File: src/hw/rtl/kdmc_pkg.sv
package kdmc_pkg;

    localparam logic [3:0] EV_NONE    = 4'd0;
    localparam logic [3:0] EV_PRESS   = 4'd1;
    localparam logic [3:0] EV_RELEASE = 4'd2;
    localparam logic [3:0] EV_X1      = 4'd3;
    localparam logic [3:0] EV_LONG    = 4'd8;

    localparam logic [2:0] CLICK_LIMIT = 3'd5;

    localparam logic [2:0] REG_DEBOUNCE_TICKS      = 3'd0;
    localparam logic [2:0] REG_RELEASE_TIMER_START = 3'd1;
    localparam logic [2:0] REG_MULTI_CLICK_WINDOW  = 3'd2;
    localparam logic [2:0] REG_HOLD_TIMER_MAX      = 3'd3;
    localparam logic [2:0] REG_HOLD_TIMER_START    = 3'd4;
    localparam logic [2:0] REG_RELEASE_TIMER_MAX   = 3'd5;
    localparam logic [2:0] REG_LONG_PRESS_TICKS    = 3'd6;

    localparam logic [7:0] RST_DEBOUNCE_TICKS      = 8'd3;
    localparam logic [7:0] RST_RELEASE_TIMER_START = 8'd0;
    localparam logic [7:0] RST_MULTI_CLICK_WINDOW  = 8'd30;
    localparam logic [7:0] RST_HOLD_TIMER_MAX      = 8'd250;
    localparam logic [7:0] RST_HOLD_TIMER_START    = 8'd0;
    localparam logic [7:0] RST_RELEASE_TIMER_MAX   = 8'd250;
    localparam logic [7:0] RST_LONG_PRESS_TICKS    = 8'd200;

    typedef struct packed {
        logic [7:0] debounce_ticks;
        logic [7:0] release_timer_start;
        logic [7:0] multi_click_window;
        logic [7:0] hold_timer_max;
        logic [7:0] hold_timer_start;
        logic [7:0] release_timer_max;
        logic [7:0] long_press_ticks;
    } kdmc_cfg_t;

    typedef struct packed {
        logic [7:0] debounce_count;
        logic [7:0] release_timer;
        logic [7:0] hold_timer;
        logic [2:0] click_count;
        logic [7:0] window_countdown;
        logic       released_flag;
    } kdmc_state_t;

endpackage

File: src/hw/rtl/kdmc_step.sv
module kdmc_step (
    input  kdmc_pkg::kdmc_cfg_t   cfg,
    input  kdmc_pkg::kdmc_state_t cur,
    input  logic                  level,
    output kdmc_pkg::kdmc_state_t nxt,
    output logic [3:0]            event_res
);
    import kdmc_pkg::*;

    kdmc_state_t s;
    logic [3:0]  ev;

    always_comb
    begin
        s  = cur;
        ev = EV_NONE;

        if (level)
        begin
            priority if (cur.debounce_count < cfg.debounce_ticks)
            begin
                s.debounce_count = cur.debounce_count + 8'd1;
                s.release_timer  = cfg.release_timer_start;
            end
            else if (cur.debounce_count == cfg.debounce_ticks)
            begin
                ev                 = EV_PRESS;
                s.debounce_count   = cur.debounce_count + 8'd1;
                s.click_count      = cur.click_count + 3'd1;
                s.window_countdown = cfg.multi_click_window;
                s.released_flag    = 1'b0;
            end
            else if (cur.hold_timer < cfg.hold_timer_max)
            begin
                s.hold_timer = cur.hold_timer + 8'd1;
            end
        end
        else if (cur.debounce_count != 8'd0)
        begin
            s.debounce_count = {1'b0, cur.debounce_count[7:1]};
            if (cur.release_timer == 8'd0)
            begin
                s.release_timer = 8'd1;
                ev              = EV_RELEASE;
                s.hold_timer    = 8'd0;
            end
        end
        else
        begin
            s.hold_timer    = cfg.hold_timer_start;
            s.released_flag = 1'b1;
            if (cur.release_timer < cfg.release_timer_max)
                s.release_timer = cur.release_timer + 8'd1;
            if (cur.click_count == 3'd0)
                s.release_timer = 8'd1;
        end

        if (s.window_countdown != 8'd0)
            s.window_countdown = s.window_countdown - 8'd1;

        // report clicks once the window closes after release, or at the limit
        if ((s.window_countdown == 8'd0 && s.released_flag) || s.click_count >= CLICK_LIMIT)
        begin
            if (s.click_count != 3'd0 && s.click_count <= CLICK_LIMIT)
                ev = EV_X1 + {1'b0, s.click_count} - 4'd1;
            s.click_count = 3'd0;
        end

        if (s.hold_timer == cfg.long_press_ticks)
        begin
            ev            = EV_LONG;
            s.click_count = 3'd0;
        end

        nxt       = s;
        event_res = ev;
    end

endmodule

File: src/hw/rtl/key_debounce_multi_click.sv
// Button debounce with press, release, multi-click and long-press events.
// Input stream (s_*): one request per sampled tick, s_tdata[0] = level
// (1 pressed). Output stream (m_*): exactly one request per input request,
// m_tdata[3:0] = event code (0 none, 1 press, 2 release, 3..7 one to five
// clicks, 8 long press).
// Latency: the result is valid on m_tvalid the cycle after the input is
// taken. Throughput: one item per cycle; the whole state update is one
// pass of small counters and compares between state and output register.
// When the receiver stalls, the one-entry output register holds its
// result and s_tready drops until that result is taken.
// Configuration: cfg_valid/cfg_ready write 8-bit cfg_data into the
// register at cfg_index (0..6); cfg_ready is always high, index 7 is
// ignored. Write only while no item is in flight.
// Reset clears all counters and flags, loads default register values and
// empties the output register.
module key_debounce_multi_click (
    input  logic       clk,
    input  logic       rst_n,
    input  logic       s_tvalid,
    output logic       s_tready,
    input  logic [7:0] s_tdata,   // [0] level, [7:1] zero
    output logic       m_tvalid,
    input  logic       m_tready,
    output logic [7:0] m_tdata,   // [3:0] event_res, [7:4] zero
    input  logic       cfg_valid,
    output logic       cfg_ready,
    input  logic [2:0] cfg_index,
    input  logic [7:0] cfg_data
);
    import kdmc_pkg::*;

    kdmc_cfg_t   cfg_reg;
    kdmc_state_t state_reg;
    kdmc_state_t state_next;
    logic        out_valid_reg;
    logic [3:0]  out_event_reg;
    logic [3:0]  event_next;
    logic        accept;

    assign cfg_ready = 1'b1;
    assign s_tready  = !out_valid_reg || m_tready;
    assign accept    = s_tvalid && s_tready;
    assign m_tvalid  = out_valid_reg;
    assign m_tdata   = {4'd0, out_event_reg};

    kdmc_step u_step (
        .cfg       (cfg_reg),
        .cur       (state_reg),
        .level     (s_tdata[0]),
        .nxt       (state_next),
        .event_res (event_next)
    );

    always_ff @(posedge clk or negedge rst_n)
    begin
        if (!rst_n)
        begin
            cfg_reg.debounce_ticks      <= RST_DEBOUNCE_TICKS;
            cfg_reg.release_timer_start <= RST_RELEASE_TIMER_START;
            cfg_reg.multi_click_window  <= RST_MULTI_CLICK_WINDOW;
            cfg_reg.hold_timer_max      <= RST_HOLD_TIMER_MAX;
            cfg_reg.hold_timer_start    <= RST_HOLD_TIMER_START;
            cfg_reg.release_timer_max   <= RST_RELEASE_TIMER_MAX;
            cfg_reg.long_press_ticks    <= RST_LONG_PRESS_TICKS;
        end
        else if (cfg_valid)
        begin
            unique case (cfg_index)
                REG_DEBOUNCE_TICKS:      cfg_reg.debounce_ticks      <= cfg_data;
                REG_RELEASE_TIMER_START: cfg_reg.release_timer_start <= cfg_data;
                REG_MULTI_CLICK_WINDOW:  cfg_reg.multi_click_window  <= cfg_data;
                REG_HOLD_TIMER_MAX:      cfg_reg.hold_timer_max      <= cfg_data;
                REG_HOLD_TIMER_START:    cfg_reg.hold_timer_start    <= cfg_data;
                REG_RELEASE_TIMER_MAX:   cfg_reg.release_timer_max   <= cfg_data;
                REG_LONG_PRESS_TICKS:    cfg_reg.long_press_ticks    <= cfg_data;
                default:                 ;
            endcase
        end
    end

    always_ff @(posedge clk or negedge rst_n)
    begin
        if (!rst_n)
        begin
            state_reg     <= '0;
            out_valid_reg <= 1'b0;
        end
        else
        begin
            if (accept)
                state_reg <= state_next;
            if (accept)
                out_valid_reg <= 1'b1;
            else if (m_tready)
                out_valid_reg <= 1'b0;
        end
    end

    always_ff @(posedge clk)
    begin
        if (accept)
            out_event_reg <= event_next;
    end

endmodule

File: config.mk
export PLATFORM = sky130hd
export DESIGN_NAME = key_debounce_multi_click
export DESIGN_NICKNAME = d
export VERILOG_FILES = /design/src/hw/rtl/kdmc_pkg.sv /design/src/hw/rtl/kdmc_step.sv /design/src/hw/rtl/key_debounce_multi_click.sv
export SDC_FILE = /design/constraint.sdc
export NUM_CORES = 1
export LEC_CHECK = 0
export BUFFER_PORTS_ARGS = -buffer_cell sky130_fd_sc_hd__buf_4
export CORE_AREA = 3 3 131 133
export DETAILED_ROUTE_END_ITERATION = 8
export DIE_AREA = 0 0 134 136
export PLACE_DENSITY_LB_ADDON = 0.2
export RECOVER_POWER = 25
export SYNTH_ARGS = -nofsm -noshare
export SYNTH_HDL_FRONTEND = slang
export SYNTH_SLANG_ARGS = --single-unit
File: constraint.sdc
create_clock -name clk -period 6.2 [get_ports clk]
set_input_delay 0.62 -clock clk [delete_from_list [all_inputs] [get_ports clk]]
set_output_delay 0.62 -clock clk [all_outputs]
set_load 0.05 [all_outputs]
### Yosys cells after proc, flatten, opt, wreduce, memory -nomap -nowiden

Index checks and enable logic that the tools add are counted.

| storage, ports and cells | value |
|---|---|
| word-level logic and storage cells | 91 |
| input bits | 24 |
| output and inout port bits | 11 |
| flip-flop bits (word level) | 97 |

| cells by class | value |
|---|---|
| mux-type cells | 28 |
| eq/ne operators | 11 |
| $lt $le $gt $ge | 5 |
| $add $sub $neg | 7 |
| reductions and logical operators | 25 |

Operator list:

| cell | number |
|---|---|
| 2-to-1 mux 8 bit | 9 |
| 2-to-1 mux 16 bit | 2 |
| adder 8 x 1 -> 8 bit, second input constant | 3 |
| < comparator 8 bit | 3 |
| 2-to-1 mux 24 bit | 1 |
| 2-to-1 mux 20 bit | 1 |
| 2-to-1 mux 4 bit | 5 |
| == test 8 bit | 2 |
| logical NOT 8 bit | 2 |
| nonzero test 8 bit | 2 |
| AND reduction 2 bit | 7 |
| 2-to-1 mux 12 bit | 1 |
| 2-to-1 mux 11 bit | 1 |
| == test 3 bit, second input constant | 3 |
| subtractor 8 x 1 -> 8 bit, second input constant | 1 |
| == test 3 x 2 -> 1 bit, second input constant | 2 |
| logical NOT 3 bit | 2 |
| 2-to-1 mux 3 bit | 2 |
| 2-to-1 mux 1 bit | 5 |
| adder 2 x 3 -> 4 bit, first input constant | 1 |
| AND reduction 4 bit | 1 |
| nonzero test 2 bit | 2 |
| nonzero test 4 bit | 1 |
| subtractor 4 x 1 -> 4 bit, second input constant | 1 |
| 13 further kinds | 16 |

### Depth between registers and ports, before layout

| logic depth | value |
|---|---|
| word-level depth | 12 |
| gate-level depth with buffers | 20 |

### Hierarchy

From an unflattened synthesis, not the netlist that was laid out.

| second synthesis, totals | value |
|---|---|
| cells, all modules | 619 |
| area total of the unflattened synthesis | 6,388.6 um^2 |

Modules (own cells, without submodules):

| module | cells each | instances | area an instance (um^2) | sequential area each (um^2) |
|---|---|---|---|---|
| key_debounce_multi_click | 214 | 1 | 3,721.1 | 2,473.6 |
| kdmc_step | 405 | 1 | 2,667.6 | 0.0 |

### Worst setup path after synthesis

No wires, ideal clock.

| path | value |
|---|---|
| kind | register to register |
| start | reg cfg_reg[49] (netlist name) |
| end | reg out_event_reg[1], data pin |
| path buffers | 3 |
| data required time | 6,062 ps |
| period minus slack after synthesis | 4,309 ps |
| arrival time | 4,171 ps |
| slack | 1,891 ps |
| cell stages (with the launch flop) | 21 |
| cells stage by stage | dfstp_2 inv_1 ha_1 nor2b_1 o211a_1 o311a_1 buf_2 buf_1 mux2i_1 ha_1 clkbuf_1 inv_1 or3_1 xor2_1 nand3_1 o21ai_0 a21oi_1 o31a_1 nor3_2 mux2_2 nor2_1 |

| on the way | value |
|---|---|
| cells in the longest elaborated chain, start to end | 10 |
| elaborated cells between the ends (all ways) | 23 |

RTL lines:

| what | RTL line | text |
|---|---|---|
| start: declaration | key_debounce_multi_click.sv:32 | `kdmc_cfg_t cfg_reg;` |
| branches (longest 2 deep; another with < comparator 8 bit) | - |  |
| 2-to-1 mux 20 bit * | kdmc_step.sv:20 | `priority if (cur.debounce_count < cfg.debounce_ticks)` |
| 2-to-1 mux 11 bit | kdmc_step.sv:18 | `if (level)` |
| subtractor 8 x 1 -> 8 bit / nonzero test 8 bit (equally long branches) | kdmc_step.sv:59, kdmc_step.sv:58 |  |
| 2-to-1 mux 8 bit | kdmc_step.sv:58 | `if (s.window_countdown != 8'd0)` |
| logical NOT 8 bit | kdmc_step.sv:62 | `if ((s.window_countdown == 8'd0 && s.released_flag) \|\| s.click_count >= CLICK_LIMIT)` |
| logical AND 1 bit | kdmc_step.sv:62 |  |
| logical OR 1 bit | kdmc_step.sv:62 |  |
| 2-to-1 mux 4 bit | kdmc_step.sv:62 |  |
| end signal: assignment | key_debounce_multi_click.sv:102 | `out_event_reg <= event_next;` |
| end: declaration | key_debounce_multi_click.sv:36 | `logic [3:0] out_event_reg;` |

Every way passes the cells marked *.
A chain may end at the register's enable or synchronous reset.

### Worst setup path after layout

| path | value |
|---|---|
| start | reg state_reg[33] (netlist name) |
| end | reg out_event_reg[1], data pin |

| on the way | value |
|---|---|
| cells in the longest elaborated chain, start to end | 10 |
| elaborated cells between the ends (all ways) | 28 |

RTL lines:

| what | RTL line | text |
|---|---|---|
| start: declaration | key_debounce_multi_click.sv:33 | `kdmc_state_t state_reg;` |
| start signal: assignment | key_debounce_multi_click.sv:91 | `state_reg <= state_next;` |
| branches (longest 10 deep; another with < comparator 8 bit) | - |  |

Parallel ways; which one is timed is not known.

==> impl_metrics.ini <==
[clock_network]
cts_setup_buffers = 0
cts.repair.resized = 0
cts.sinks = 97
cts_root_buf = clkbuf_16
ctsLongestPathBuffers = 2
cts_buffers = 9
tritoncts = done
clkTransAtPathRegs_ps = 70
ctsHoldBuffers = 0
insertion_delay_ps = 350
cts_max_level = 3

[power_and_ir_drop]
p_per_area_nw_per_um2 = 380.0
max-vdd-ir-drop_mv = 0.1440
power_w = 0.002606
p_leak_nw = 2.841

[placement]
hpwl_mm = 11.27
dpl_cell_area_um2 = 6599
gp_congestion = 0.8493
placement.io_buffers = 22

[yosys]
synth_warnings = 0
synth.area.top_cells = dfrtp_1 (29%), mux2_2 (9.0%), dfstp_2 (8.8%), ha_1 (6.4%), nand2_1 (3.7%)
synth_area_leader_cell = dfrtp_1
seq_area_frac_synth_pct = 39.52
synth_edf_count = 4
synth_area_um2 = 6260
syn_inst = 669
yosys_register_bits = 97
async_flop_share_pct = 95.88
synth_area_per_cell_um2 = 9.357
yosys_most_used_dff = dfrtp_1
yosysUniqueCellTypes = 82
synth_top_cell_area_share_pct = 28.78

[setup_path]
r2r-start = state_reg[33]$_DFFE_PN0P_
cp.required_ps = 6400
crit_path_end = out_event_reg[1]$_SDFFCE_PN0P_
critPathMaxFanout = 21
ff2ff_setup_slack_ps = 1140
reg2reg_depth = 14
start_kind = flop
rr_endpoint = out_event_reg[1]$_SDFFCE_PN0P_
critical_path.startpoint = state_reg[33]$_DFFE_PN0P_
worst-endpoint-arrival_ps = 5260
endpoint_kind = flop
criticalPathCategory = reg -> reg

[sta]
fin_skew_ps = 6.760
period_minus_slack_ps = 5055
fin_crit_sh_pct = 81.53
hold_ws_ps = 462.6
rsz0062_at_grt = false
setup_violations = 0
relSlewSlack_pct = 5.690
setup_tns_ps = 0
finalMaxSlewViolations = 0
hold_viol = 0
fmax_ghz = 0.1978
worst_slew_pin_slew_ps = 1415

[global_routing]
grt_antenna_before_repair = 0
grt_max_degree = 69
first_global_vias = 5066
grt-ovfl-total = 0
grt_pass1_wl_mm = 26.44
track_usage_pct = 18.28

[detailed_routing]
wl_per_cell_um = 17.68
firstDrtPassIters = 6
wl_mm = 15.89
final_antenna_net_count = 0
via_per_inst = 5.684
vias = 5110
drt-initial-drc-count = 398
drcViolationCount = 0

[floorplan]
die_height_um = 136
initial_utilization_pct = 39.26
ios = 35
num_rows = 46
core_area_um2 = 15940
dieArea_um2 = 18220
die_w_um = 134

[layout]
post_route_cells_drive_above_1_share_pct = 19.33
syn2layout_area_growth_pct = 9.534
final_common_cell = dfrtp_1
antenna_cells = 0
post-route-util_pct = 43.01
final_cell_mix = dfrtp_1 (72), nand2_1 (62), mux2_2 (50)
nNetsFinal = 734
design_area_um2 = 6857
largest_reg_flops = 56

[run]
drv_cap = 0

[worst_hold_path]
hp-class = in -> reg

[outcome]
outcome = complete, no violations
cell type report:
| cell class | count | area, um^2 |
|---|---|---|
| multi-input combinational | 501 | 3480 |
| tap | 216 | 270.3 |
| timing repair buffer | 31 | 214.0 |
| clock inverter | 3 | 26.28 |
| inverter | 38 | 142.6 |
| sequential | 97 | 2474 |
| fill | 1572 | 9086 |
| clock buffer | 13 | 250.2 |
power breakdown:
group,switching [W],internal [W]
registers,0.000228,0.000826
logic,0.000576,0.000442
clock network,0.000247,0.000286
layer usage:
| layer | vias to the layer above | wire length, um | track usage, % |
|---|---|---|---|
| li1 | 2470 | - | - |
| met1 | 2454 | 7478 | 24.78 |
| met2 | 154 | 7058 | 28.72 |
| met3 | 32 | 856 | 3.849 |
| met4 | 0 | 497 | 7.143 |
| met5 | - | 0 | 0 |
worst max-delay path, stage by stage (launching register included):
cell     delay (ps)
dfrtp_1         500
ha_1            370
a21oi_1          70
o21ai_1         270
o311a_1         830
mux2i_1         410
ha_1            290
nor2b_1         200
nand3_1         210
mux2i_1         570
a21oi_1         150
o31a_1          350
nor3_2          180
mux2_2          370
nor2_1          110
synth_stat cells, types with 3 or more instances:
cell type and number:
ha_1 32, a221oi_1 4, mux2_2 50, o31ai_1 6
dfstp_2 21, nand2b_1 7, a211oi_1 7, buf_4 7
a22oi_1 5, a21o_1 5, xnor2_1 7, o21ai_1 3
a31oi_1 4, dfrtp_1 72, a22o_1 5, edfxtp_1 4
or4_1 5, nand2_1 62, o22ai_1 12, nand3_1 25
nand4b_1 4, nor4_1 6, a211o_1 4, nand3b_1 3
a311oi_1 3, o31a_1 3, o21ai_0 39, nand4_1 6
xor2_1 6, clkbuf_1 21, a221o_1 3, mux2i_1 7
nor3_1 19, inv_1 37, buf_2 4, and3_1 9
nor2_1 46, o211ai_1 3, nor2b_1 6, or3_1 8
a21oi_1 37
cells by family (layout without fill, tap and decap cells):
| logic type | after synthesis | in the layout | synth area share, % |
|---|---|---|---|
| and+or+nand+nor | 223 | 223 | 18.25 |
| AOI/OAI and AO/OA | 171 | 171 | 18.59 |
| DFF | 97 | 97 | 39.52 |
| buffers and inverters | 74 | 85 | 5.197 |
| muxes | 57 | 57 | 10.11 |
| adders and majority gates | 32 | 32 | 6.396 |
| xor gates and xnor gates | 13 | 13 | 1.819 |
| other | 2 | 5 | 0.1200 |
through the flow:
stage | worst slack (ps) | std cells
after floorplan | 1891 | 672
after global placement | 1316 | 883
after detailed placement | 1145 | 883
after CTS | 1096 | 899
after global routing | 734.8 | 899
final | 1145 | 899
worst min-delay path by stage:
stage / from / slack [ps] / cells past startpoint / to
floorplan: rst_n / 320 / 0 / cfg_reg[0]$_DFFE_PN0P_
CTS: rst_n / 170 / 1 / state_reg[34]$_DFFE_PN0P_
detailed placement: cfg_reg[24]$_DFFE_PN0P_ / 490 / 1 / cfg_reg[24]$_DFFE_PN0P_
global route: s_tvalid / 480 / 2 / m_tvalid$_DFFE_PN0P_
global placement: cfg_reg[42]$_DFFE_PN0P_ / 490 / 1 / cfg_reg[42]$_DFFE_PN0P_
finish: s_tvalid / 460 / 2 / m_tvalid$_DFFE_PN0P_
Power figures use the tool's default switching activity.
